<file path="src/sv/brbf_pkg.sv">
// ----------------------------------------------------------------------------
// brbf_pkg
// shared types and constants of the circular byte fifo
// ----------------------------------------------------------------------------
package brbf_pkg;

  // storage geometry
  localparam int DEPTH     = 1024;
  localparam int IDX_W     = $clog2(DEPTH);
  localparam int CAP_W     = IDX_W + 1;
  localparam int CAP_MIN   = 2;
  localparam int CAP_RESET = 1024;

  // longest read or peek burst
  localparam int MAX_BURST = 16;
  localparam int BURST_W   = $clog2(MAX_BURST + 1);

  // command queue between front and back
  localparam int QUEUE_DEPTH = 2;
  localparam int QP_W        = $clog2(QUEUE_DEPTH);
  localparam int QC_W        = $clog2(QUEUE_DEPTH + 1);

  // action codes on the input beat
  localparam logic [2:0] ACT_WRITE = 3'd0;
  localparam logic [2:0] ACT_READ  = 3'd1;
  localparam logic [2:0] ACT_PEEK  = 3'd2;
  localparam logic [2:0] ACT_SKIP  = 3'd3;
  localparam logic [2:0] ACT_FLUSH = 3'd4;

  typedef enum logic [2:0] {
    CMD_WRITE,
    CMD_READ,
    CMD_PEEK,
    CMD_SKIP,
    CMD_FLUSH,
    CMD_NOP
  } cmd_e;

  typedef enum logic {
    ST_IDLE,
    ST_BURST
  } back_state_e;

  typedef struct packed {
    logic [2:0] action;
    logic [7:0] data_in;
    logic [9:0] count;
  } item_in_t;

  typedef struct packed {
    logic [7:0] data_out;
    logic       ok;
    logic       last;
    logic [9:0] moved;
    logic [9:0] fill_level;
    logic [9:0] free_space;
  } item_out_t;

  // classified command held in the queue
  typedef struct packed {
    cmd_e       op;
    logic [7:0] data_in;
    logic [9:0] count;
  } cmd_t;

  // queue handshake toward the back part
  typedef struct packed {
    logic valid;
    cmd_t cmd;
  } queue_head_t;

  // beat metadata in the read stage of the back part
  typedef struct packed {
    logic             use_mem;
    logic             ok;
    logic             last;
    logic [IDX_W-1:0] moved;
    logic [IDX_W-1:0] fill;
  } beat_t;

endpackage

</file>
<file path="src/sv/brbf_front.sv">
// ----------------------------------------------------------------------------
// brbf_front
// accepts input beats, decodes the action and queues the command
// ----------------------------------------------------------------------------
module brbf_front (
  input  logic                 clk_i,
  input  logic                 rst_ni,
  input  logic                 in_valid_i,
  output logic                 in_stall_o,
  input  brbf_pkg::item_in_t   in_data_i,
  output brbf_pkg::queue_head_t head_o,
  input  logic                 pop_i
);
  import brbf_pkg::*;

  cmd_t            slot_q [QUEUE_DEPTH];
  logic [QP_W-1:0] wr_ptr_q, wr_ptr_d;
  logic [QP_W-1:0] rd_ptr_q, rd_ptr_d;
  logic [QC_W-1:0] cnt_q, cnt_d;
  logic            push;
  cmd_t            cmd_in;

  assign in_stall_o = (cnt_q == QC_W'(QUEUE_DEPTH));
  assign push       = in_valid_i && !in_stall_o;

  // decode
  always_comb begin
    cmd_in.data_in = in_data_i.data_in;
    cmd_in.count   = in_data_i.count;
    unique case (in_data_i.action)
      ACT_WRITE: cmd_in.op = CMD_WRITE;
      ACT_READ:  cmd_in.op = CMD_READ;
      ACT_PEEK:  cmd_in.op = CMD_PEEK;
      ACT_SKIP:  cmd_in.op = CMD_SKIP;
      ACT_FLUSH: cmd_in.op = CMD_FLUSH;
      default:   cmd_in.op = CMD_NOP;
    endcase
  end

  always_comb begin
    wr_ptr_d = push  ? wr_ptr_q + QP_W'(1) : wr_ptr_q;
    rd_ptr_d = pop_i ? rd_ptr_q + QP_W'(1) : rd_ptr_q;
    cnt_d    = cnt_q;
    if (push && !pop_i) begin
      cnt_d = cnt_q + QC_W'(1);
    end else if (pop_i && !push) begin
      cnt_d = cnt_q - QC_W'(1);
    end
  end

  always_ff @(posedge clk_i or negedge rst_ni) begin
    if (!rst_ni) begin
      wr_ptr_q <= '0;
      rd_ptr_q <= '0;
      cnt_q    <= '0;
    end else begin
      wr_ptr_q <= wr_ptr_d;
      rd_ptr_q <= rd_ptr_d;
      cnt_q    <= cnt_d;
    end
  end

  always_ff @(posedge clk_i) begin
    if (push) begin
      slot_q[wr_ptr_q] <= cmd_in;
    end
  end

  assign head_o.valid = (cnt_q != '0);
  assign head_o.cmd   = slot_q[rd_ptr_q];

  a_no_pop_empty: assert property (@(posedge clk_i) disable iff (!rst_ni)
    pop_i |-> cnt_q != '0)
    else $error("pop from empty command queue");

  a_count_bound: assert property (@(posedge clk_i) disable iff (!rst_ni)
    cnt_q <= QC_W'(QUEUE_DEPTH))
    else $error("command queue count out of range");

  a_ptr_gap: assert property (@(posedge clk_i) disable iff (!rst_ni)
    (cnt_q == '0) |-> (wr_ptr_q == rd_ptr_q))
    else $error("empty queue with unequal pointers");

endmodule

</file>
<file path="config.mk">
export PLATFORM = sky130hd
export DESIGN_NAME = brbf_front
export DESIGN_NICKNAME = d
export VERILOG_FILES = /design/src/sv/brbf_pkg.sv /design/src/sv/brbf_front.sv
export SDC_FILE = /design/constraint.sdc
export NUM_CORES = 1
export LEC_CHECK = 0
export BUFFER_PORTS_ARGS = -buffer_cell sky130_fd_sc_hd__buf_2
export CORE_ASPECT_RATIO = 1.75
export CORE_MARGIN = 10
export CORE_UTILIZATION = 50
export CTS_CLUSTER_SIZE = 12
export DETAILED_ROUTE_END_ITERATION = 12
export GPL_ROUTABILITY_DRIVEN = 0
export GPL_TIMING_DRIVEN = 1
export PLACE_DENSITY = 0.73
export SLEW_MARGIN = 10
export SYNTH_ARGS = -nofsm -noshare
export SYNTH_HDL_FRONTEND = slang
export SYNTH_SLANG_ARGS = --single-unit
</file>
<file path="constraint.sdc">
create_clock -name clk_i -period 2.4 [get_ports clk_i]
set_input_delay 0.24 -clock clk_i [delete_from_list [all_inputs] [get_ports clk_i]]
set_output_delay 0.24 -clock clk_i [all_outputs]
set_load 0.01 [all_outputs]
</file>
After elaboration in Yosys (flattened, before gate mapping)
Memories as Yosys holds them, arrays and structs flattened. Cells that the tools add are included.

Bits in latches: 0. Input port bits: 25. Memories: 1. Flip-flop bits (word level): 4. Memory bits (read-only): 0. Output and inout bits: 23. RAM bits: 42. Word-level logic and storage cells: 27.

Shift-type cells: 0. Order comparisons: 0. Multiplexer cells: 5. Reductions and logical operators: 9. Bitwise gates (word level): 0. Add/subtract/negate cells: 4. Equal/unequal tests: 5. Multipliers: 0. Divide/modulo/power cells: 0.

Memories: slot_q (words 2, bits a word 21, read ports 1, clocked after Yosys merged registers in 0, wr ports 1, RTL line brbf_front.sv:16) `cmd_t slot_q [QUEUE_DEPTH];`.

Operator list (number): case mux 3 bit (5 select lines) (1); == test 3 x 2 -> 1 bit (second input constant) (2); 2-to-1 mux 2 bit (2); nonzero test 2 bit (2); == test 3 x 1 -> 1 bit (second input constant) (1); == test 3 bit (second input constant) (1); logical AND 1 bit (3); logical NOT 1 bit (3); logical NOT 3 bit (1); adder 1 bit (second input constant) (2); adder 2 x 1 -> 2 bit (second input constant) (1); == test 2 bit (second input constant) (1); 2-to-1 mux 1 bit (2); subtractor 2 x 1 -> 2 bit (second input constant) (1).

Logic depth before layout (Yosys ltp)
Gate-level depths: netlist of run 1.

Word-level depth: 7. Mapped depth: 7. Depth with buffers taken out: 7.

Worst setup path after synthesis of run 1
No wires, ideal clock.

Path type: register to register. Start: reg cnt_q[0]. End: mem slot_q[0][0] (netlist name), enable pin. Clock period less this slack: 1922 ps. Required time: 2001 ps. Data arrival time: 1524 ps. Setup time: 399 ps. Slack: 478 ps. Cell stages (with the launch flop): 4. Buffers on the path: 0. Cell sequence: dfrtp_1 nand2b_1 nand2_1 nor2_1.

Longest elaborated chain between the ends: 5.

Ends and longest elaborated chain: from (decl) (RTL line brbf_front.sv:19) `logic [QC_W-1:0] cnt_q, cnt_d;`; from (signal assigned) (RTL line brbf_front.sv:59) `cnt_q <= cnt_d;`; == test 2 bit (RTL line brbf_front.sv:23) `assign in_stall_o = (cnt_q == QC_W'(QUEUE_DEPTH));`; logical NOT 1 bit (RTL line brbf_front.sv:24) `assign push = in_valid_i && !in_stall_o;`; logical AND 1 bit (RTL line brbf_front.sv:24); 2-to-1 mux 1 bit (RTL line brbf_front.sv:64) `if (push) begin`; 2-to-1 mux 1 bit (not written as such) (RTL line brbf_front.sv:65) `slot_q[wr_ptr_q] <= cmd_in;`; to (decl) (RTL line brbf_front.sv:16).

No other way between the ends.

==> results.json, run 1 <==
{
  "cap_violations": 0,
  "synth-seq-cells": 46,
  "crit_path_max_incr_delay_ns": 0.47,
  "antenna_found_initial": 0,
  "root_buffer": "clkbuf_8",
  "numClockSinks": 46,
  "cp-end-kind": "primary output",
  "grt_pass1_wl_mm": 4.96,
  "synth_area_um2": 1740,
  "core_um2": 3360,
  "p_leak_uw": 0.000863,
  "ys_warn_count": 0,
  "r2r_cells": 4,
  "die_x_um": 64.5,
  "pre_cts_ws_ns": 0.624,
  "wl_per_cell_um": 16.7,
  "hold_viol_final": 0,
  "startpoint": "rd_ptr_q$_DFFE_PN0P_",
  "die_area_um2": 6320,
  "routed_via_density": 4.88,
  "rows": 28,
  "crit_buf_inv": 2,
  "worst_setup_path_start_kind": "register",
  "layout_commonest_cell": "buf_2",
  "final_cell_mix": "buf_2 (47), edfxtp_1 (42), mux2_2 (21), clkbuf_8 (5), dfrtp_1 (4)",
  "area_growth_pct": 25.2,
  "grt_usage": 0.104,
  "io_pins": 48,
  "vias": 917,
  "worst_slew_pin_slew_ns": 0.535,
  "layout_setup_ws_ns": 0.566,
  "required_ns": 2.16,
  "die_height_um": 97.9,
  "synth_nets": 113,
  "ant_nets": 0,
  "nets": 168,
  "outcome": "finished clean",
  "final_area_um2": 2170,
  "cp_cell_sequence": "buf_4, mux2_2, buf_2",
  "fmax_mhz": 545,
  "relSlewSlack": 0.643,
  "finalCritPeriodShare": 0.764,
  "worstPathArrival_ns": 1.59,
  "utilization": 0.646,
  "cts_buffers": 5,
  "diodes": 0,
  "endpoint": "head_o[1]",
  "ys_seq_area_frac": 0.784,
  "port_buffers": 47,
  "slew_violations": 0,
  "tns_ns": 0,
  "drc": 0,
  "setup-violations-final": 0,
  "cts_tree": "yes",
  "nFillCells": 268,
  "htreeDepth": 2,
  "syn_inst": 87,
  "hpwl_mm": 2.29,
  "ys_types": 16,
  "final.setup_skew_ns": 0.00661,
  "worst-path-stages": 3,
  "drt_iter0_drc": 15,
  "worst_hold_slack_ns": 0.132,
  "drt_first_pass_iters": 4,
  "ir_drop_mv": 1.02,
  "syn_area_per_cell_um2": 19.9,
  "postRouteWirelength_mm": 3.14,
  "grt_pass1_vias": 1019,
  "powerDensity_nw_per_um2": 1210,
  "cpLargestDelayFamily": "flip-flops",
  "clock_path_buffers": 2,
  "reg2reg_slack_ns": 0.64,
  "overflow": 0,
  "drive_above_1_share": 0.566,
  "rr_startpoint": "cnt_q[0]$_DFFE_PN0P_",
  "start_util": 0.516,
  "postCtsSetupBuffers": 0,
  "rr_endpoint": "slot_q[0][17]$_DFFE_PP_",
  "slowest_stage": "dfrtp_1",
  "hold_class": "in -> reg",
  "cp_max_fo": 17,
  "cts.reportedPaths.clkPinSlew_ns": 0.08,
  "rsz0062_at_grt": "no",
  "fin_crit_ns": 1.83,
  "placed_cell_area_um2": 2030,
  "clk-insertion-delay-late_ns": 0.29,
  "grt_max_degree": 22,
  "crit_type": "reg -> out"
}
-- power by group --
| part | switching, µW | internal, µW | total (µW) | leakage [µW] |
|---|---|---|---|---|
| Sequential | 79.2 | 1100 | 1180 | 0.000437 |
| Combinational | 408 | 375 | 783 | 0.000358 |
| Clock | 243 | 417 | 660 | 0.0000683 |
| Total | 731 | 1890 | 2620 | 0.000863 |
-- cell families after synthesis --
group / Yosys count / synth area share
DFF: 46 / 0.784
muxes: 21 / 0.136
xor gates and xnor gates: 5 / 0.0252
adders and majority gates: 1 / 0.00721
and+or+nand+nor: 7 / 0.0209
AOI/OAI and AO/OA: 1 / 0.00433
buffers and inverters: 6 / 0.0216
-- cell type report --
type	count	area, µm²	share of cell area
tap	45	56.3	0.0259
clock buffer	5	68.8	0.0317
multi-input combinational	35	339	0.156
sequential	46	1360	0.626
clock inverter	3	68.8	0.0317
inverter	3	11.3	0.00518
timing repair buffer	51	268	0.123
-- per-layer routing --
| metal | vias to the layer above | track usage | part of all wire |
|---|---|---|---|
| met5 | - | 0 | 0 |
| met4 | 0 | 0.0546 | 0.022 |
| met3 | 7 | 0.0526 | 0.079 |
| met2 | 32 | 0.181 | 0.55 |
| met1 | 444 | 0.0943 | 0.35 |
| li1 | 434 | - | - |
-- what timing repair did --
action	in CTS	in global routing
endpoints found under the hold margin	4	0
resized for setup	0	0
hold buffers	1	0
-- worst min-delay path by stage --
stage | cells past startpoint | end | startpoint
4_1_cts | 1 | slot_q[0][16]$_DFFE_PP_ | in_data_i[16]
3_3_place_gp | 1 | cnt_q[0]$_DFFE_PN0P_ | rst_ni
6_report | 1 | slot_q[1][16]$_DFFE_PP_ | in_data_i[16]
5_1_grt | 1 | slot_q[0][1]$_DFFE_PP_ | in_data_i[1]
3_5_place_dp | 1 | cnt_q[1]$_DFFE_PN0P_ | rst_ni
2_1_floorplan | 0 | cnt_q[0]$_DFFE_PN0P_ | rst_ni
-- cell usage after synthesis (all sizes together) --
master,n,share of area
nand2b,1,0.0036
ha,1,0.0072
edfxtp,42,0.73
dfrtp,4,0.058
clkbuf,1,0.0022
nor2b,1,0.0036
xor2,3,0.015
buf,2,0.013
a21o,1,0.0043
and3,1,0.0036
xnor2,2,0.010
inv,3,0.0065
or2,1,0.0036
nor2,2,0.0043
nand2,1,0.0022
mux2,21,0.14
-- metrics by stage --
| step | cells | power [µW] |
|---|---|---|
| after floorplan | 87 | 1700 |
| after global placement | 179 | 1960 |
| after detailed placement | 179 | 2000 |
| after CTS | 188 | 2670 |
| after global routing | 188 | 2770 |
| final | 188 | 2620 |
-- worst register-to-register path, stage by stage, from the launching register on --
cell	delay (ns)
dfrtp_1	0.42
nand2b_1	0.17
nand2_1	0.12
nor2_2	0.44
buf_4	0.31
-- sequential cells by signal, indices dropped and copies added, names as in the netlist --
register,cells
slot_q,42
cnt_q,2
rd_ptr_q,1
wr_ptr_q,1
(Power assumes the default switching activity.)
==> inputs of run 2 (changes only) <==
CORE_UTILIZATION = 46   (was 50)
PLACE_DENSITY = 0.7   (was 0.73)
clock period = 1.6 ns   (was 2.4 ns; I/O delays follow)
==> results.json, run 2 (synthesized netlist as in run 1, its figures left out) <==
{
  "io_pins": 48,
  "grt_usage": 0.0912,
  "crit_type": "reg -> out",
  "fin_crit_ns": 1.52,
  "cts.reportedPaths.clkPinSlew_ns": 0.07,
  "drc": 0,
  "vias": 904,
  "grt_pass1_wl_mm": 4.55,
  "largest_reg_flops": 42,
  "required_ns": 1.44,
  "clock_path_buffers": 2,
  "p_leak_uw": 0.000859,
  "worst_setup_path_start_kind": "register",
  "worstPathArrival_ns": 1.36,
  "relSlewSlack": 0.849,
  "ir_drop_mv": 1.20,
  "p_total_uw": 3690,
  "tns_ns": 0,
  "nets": 170,
  "regMostFlops": "slot_q",
  "area_growth_pct": 25.2,
  "slew_violations": 0,
  "cp-end-kind": "primary output",
  "clk-insertion-delay-late_ns": 0.28,
  "grt_max_degree": 20,
  "hpwl_mm": 2.26,
  "drt_first_pass_iters": 3,
  "rsz0062_at_grt": "no",
  "setup-violations-final": 0,
  "ant_nets": 0,
  "htreeDepth": 2,
  "fin_cells": 190,
  "cts_buffers": 5,
  "fmax_mhz": 658,
  "die_area_um2": 6730,
  "port_buffers": 47,
  "rows": 29,
  "final.setup_skew_ns": 0.00319,
  "top_regs": "slot_q (42), cnt_q (2)",
  "start_util": 0.478,
  "die_height_um": 101,
  "numClockSinks": 46,
  "core_um2": 3630,
  "cp_max_fo": 19,
  "wl_per_cell_um": 16.0,
  "drive_above_1_share": 0.583,
  "hold_viol_final": 0,
  "diodes": 0,
  "final_cell_mix": "buf_2 (47), edfxtp_1 (42), mux2_2 (21), clkbuf_8 (5)",
  "overflow": 0,
  "finalCritPeriodShare": 0.950,
  "routed_via_density": 4.76,
  "utilization": 0.599,
  "worst_slew_pin_slew_ns": 0.226,
  "placed_cells": 180,
  "nFillCells": 289,
  "hold_class": "in -> reg",
  "cts_tree": "yes",
  "cap_violations": 0,
  "powerDensity_nw_per_um2": 1700,
  "drt_iter0_drc": 26,
  "die_x_um": 66.4,
  "postRouteWirelength_mm": 3.04,
  "antenna_found_initial": 0,
  "grt_pass1_vias": 1001,
  "root_buffer": "clkbuf_8",
  "layout_commonest_cell": "buf_2",
  "outcome": "finished clean"
}
## run 2: cell types whose count changed in the layout (fill, tap and decap cells not counted), sizes merged
cell,before,now
buf,50,52
clkinv,1,2
bufinv,2,0
## run 2: path summary, 6_finish.rpt
path,slack (ns),from,cells past startpoint,to
min in group asynchronous,0.23,rst_ni,2,cnt_q[1]$_DFFE_PN0P_
worst max register to register,0.12,cnt_q[0]$_DFFE_PN0P_,7,cnt_q[1]$_DFFE_PN0P_
worst min-delay path,0.05,pop_i,2,rd_ptr_q$_DFFE_PN0P_
worst max-delay path,0.08,rd_ptr_q$_DFFE_PN0P_,3,head_o[4]
worst min register to register,0.50,cnt_q[1]$_DFFE_PN0P_,1,cnt_q[1]$_DFFE_PN0P_
max in group asynchronous,1.24,rst_ni,2,rd_ptr_q$_DFFE_PN0P_
## run 2: layer usage
layer | global-route usage | part of all wire
met2 | 0.161 | 0.57
met4 | 0.0535 | 0.015
met1 | 0.0779 | 0.33
met5 | 0 | 0
met3 | 0.0464 | 0.080
## run 2: repair_timing
action                                  CTS  global route
gates resized for setup                   1             1
buffers inserted                          0             2
endpoints found under the setup margin   19             4
hold buffers                              1             0
gates cloned                              0             0
endpoints found under the hold margin     4             0
## run 2: through the flow
stage               worst slack [ns]  hold WS (ns)  instance area, µm²
global route                  0.0159        0.0459                2170
global placement               0.212       -0.0329                2060
finish                        0.0798        0.0540                2170
CTS                           0.0164        0.0443                2150
detailed placement            0.0942       -0.0296                2060
floorplan                     0.0155        -0.136                1740
## run 2: final cells by class
cell class / count / area, µm² / share of cell area
clock inverter: 2 / 10.0 / 0.00461
tap: 46 / 57.6 / 0.0265
sequential: 46 / 1360 / 0.627
inverter: 3 / 11.3 / 0.00518
clock buffer: 5 / 68.8 / 0.0317
timing repair buffer: 53 / 320 / 0.147
multi-input combinational: 35 / 342 / 0.157
## run 2: critical path: stages (launching register included)
cell     delay [ns]
dfrtp_2        0.41
buf_12         0.17
mux2_2         0.36
buf_2          0.14
## run 2: power by group
part           switching (µW)  leakage [µW]  internal (µW)
clock                     328     0.0000438            293
sequential                105      0.000436           1650
combinational             640      0.000379            671
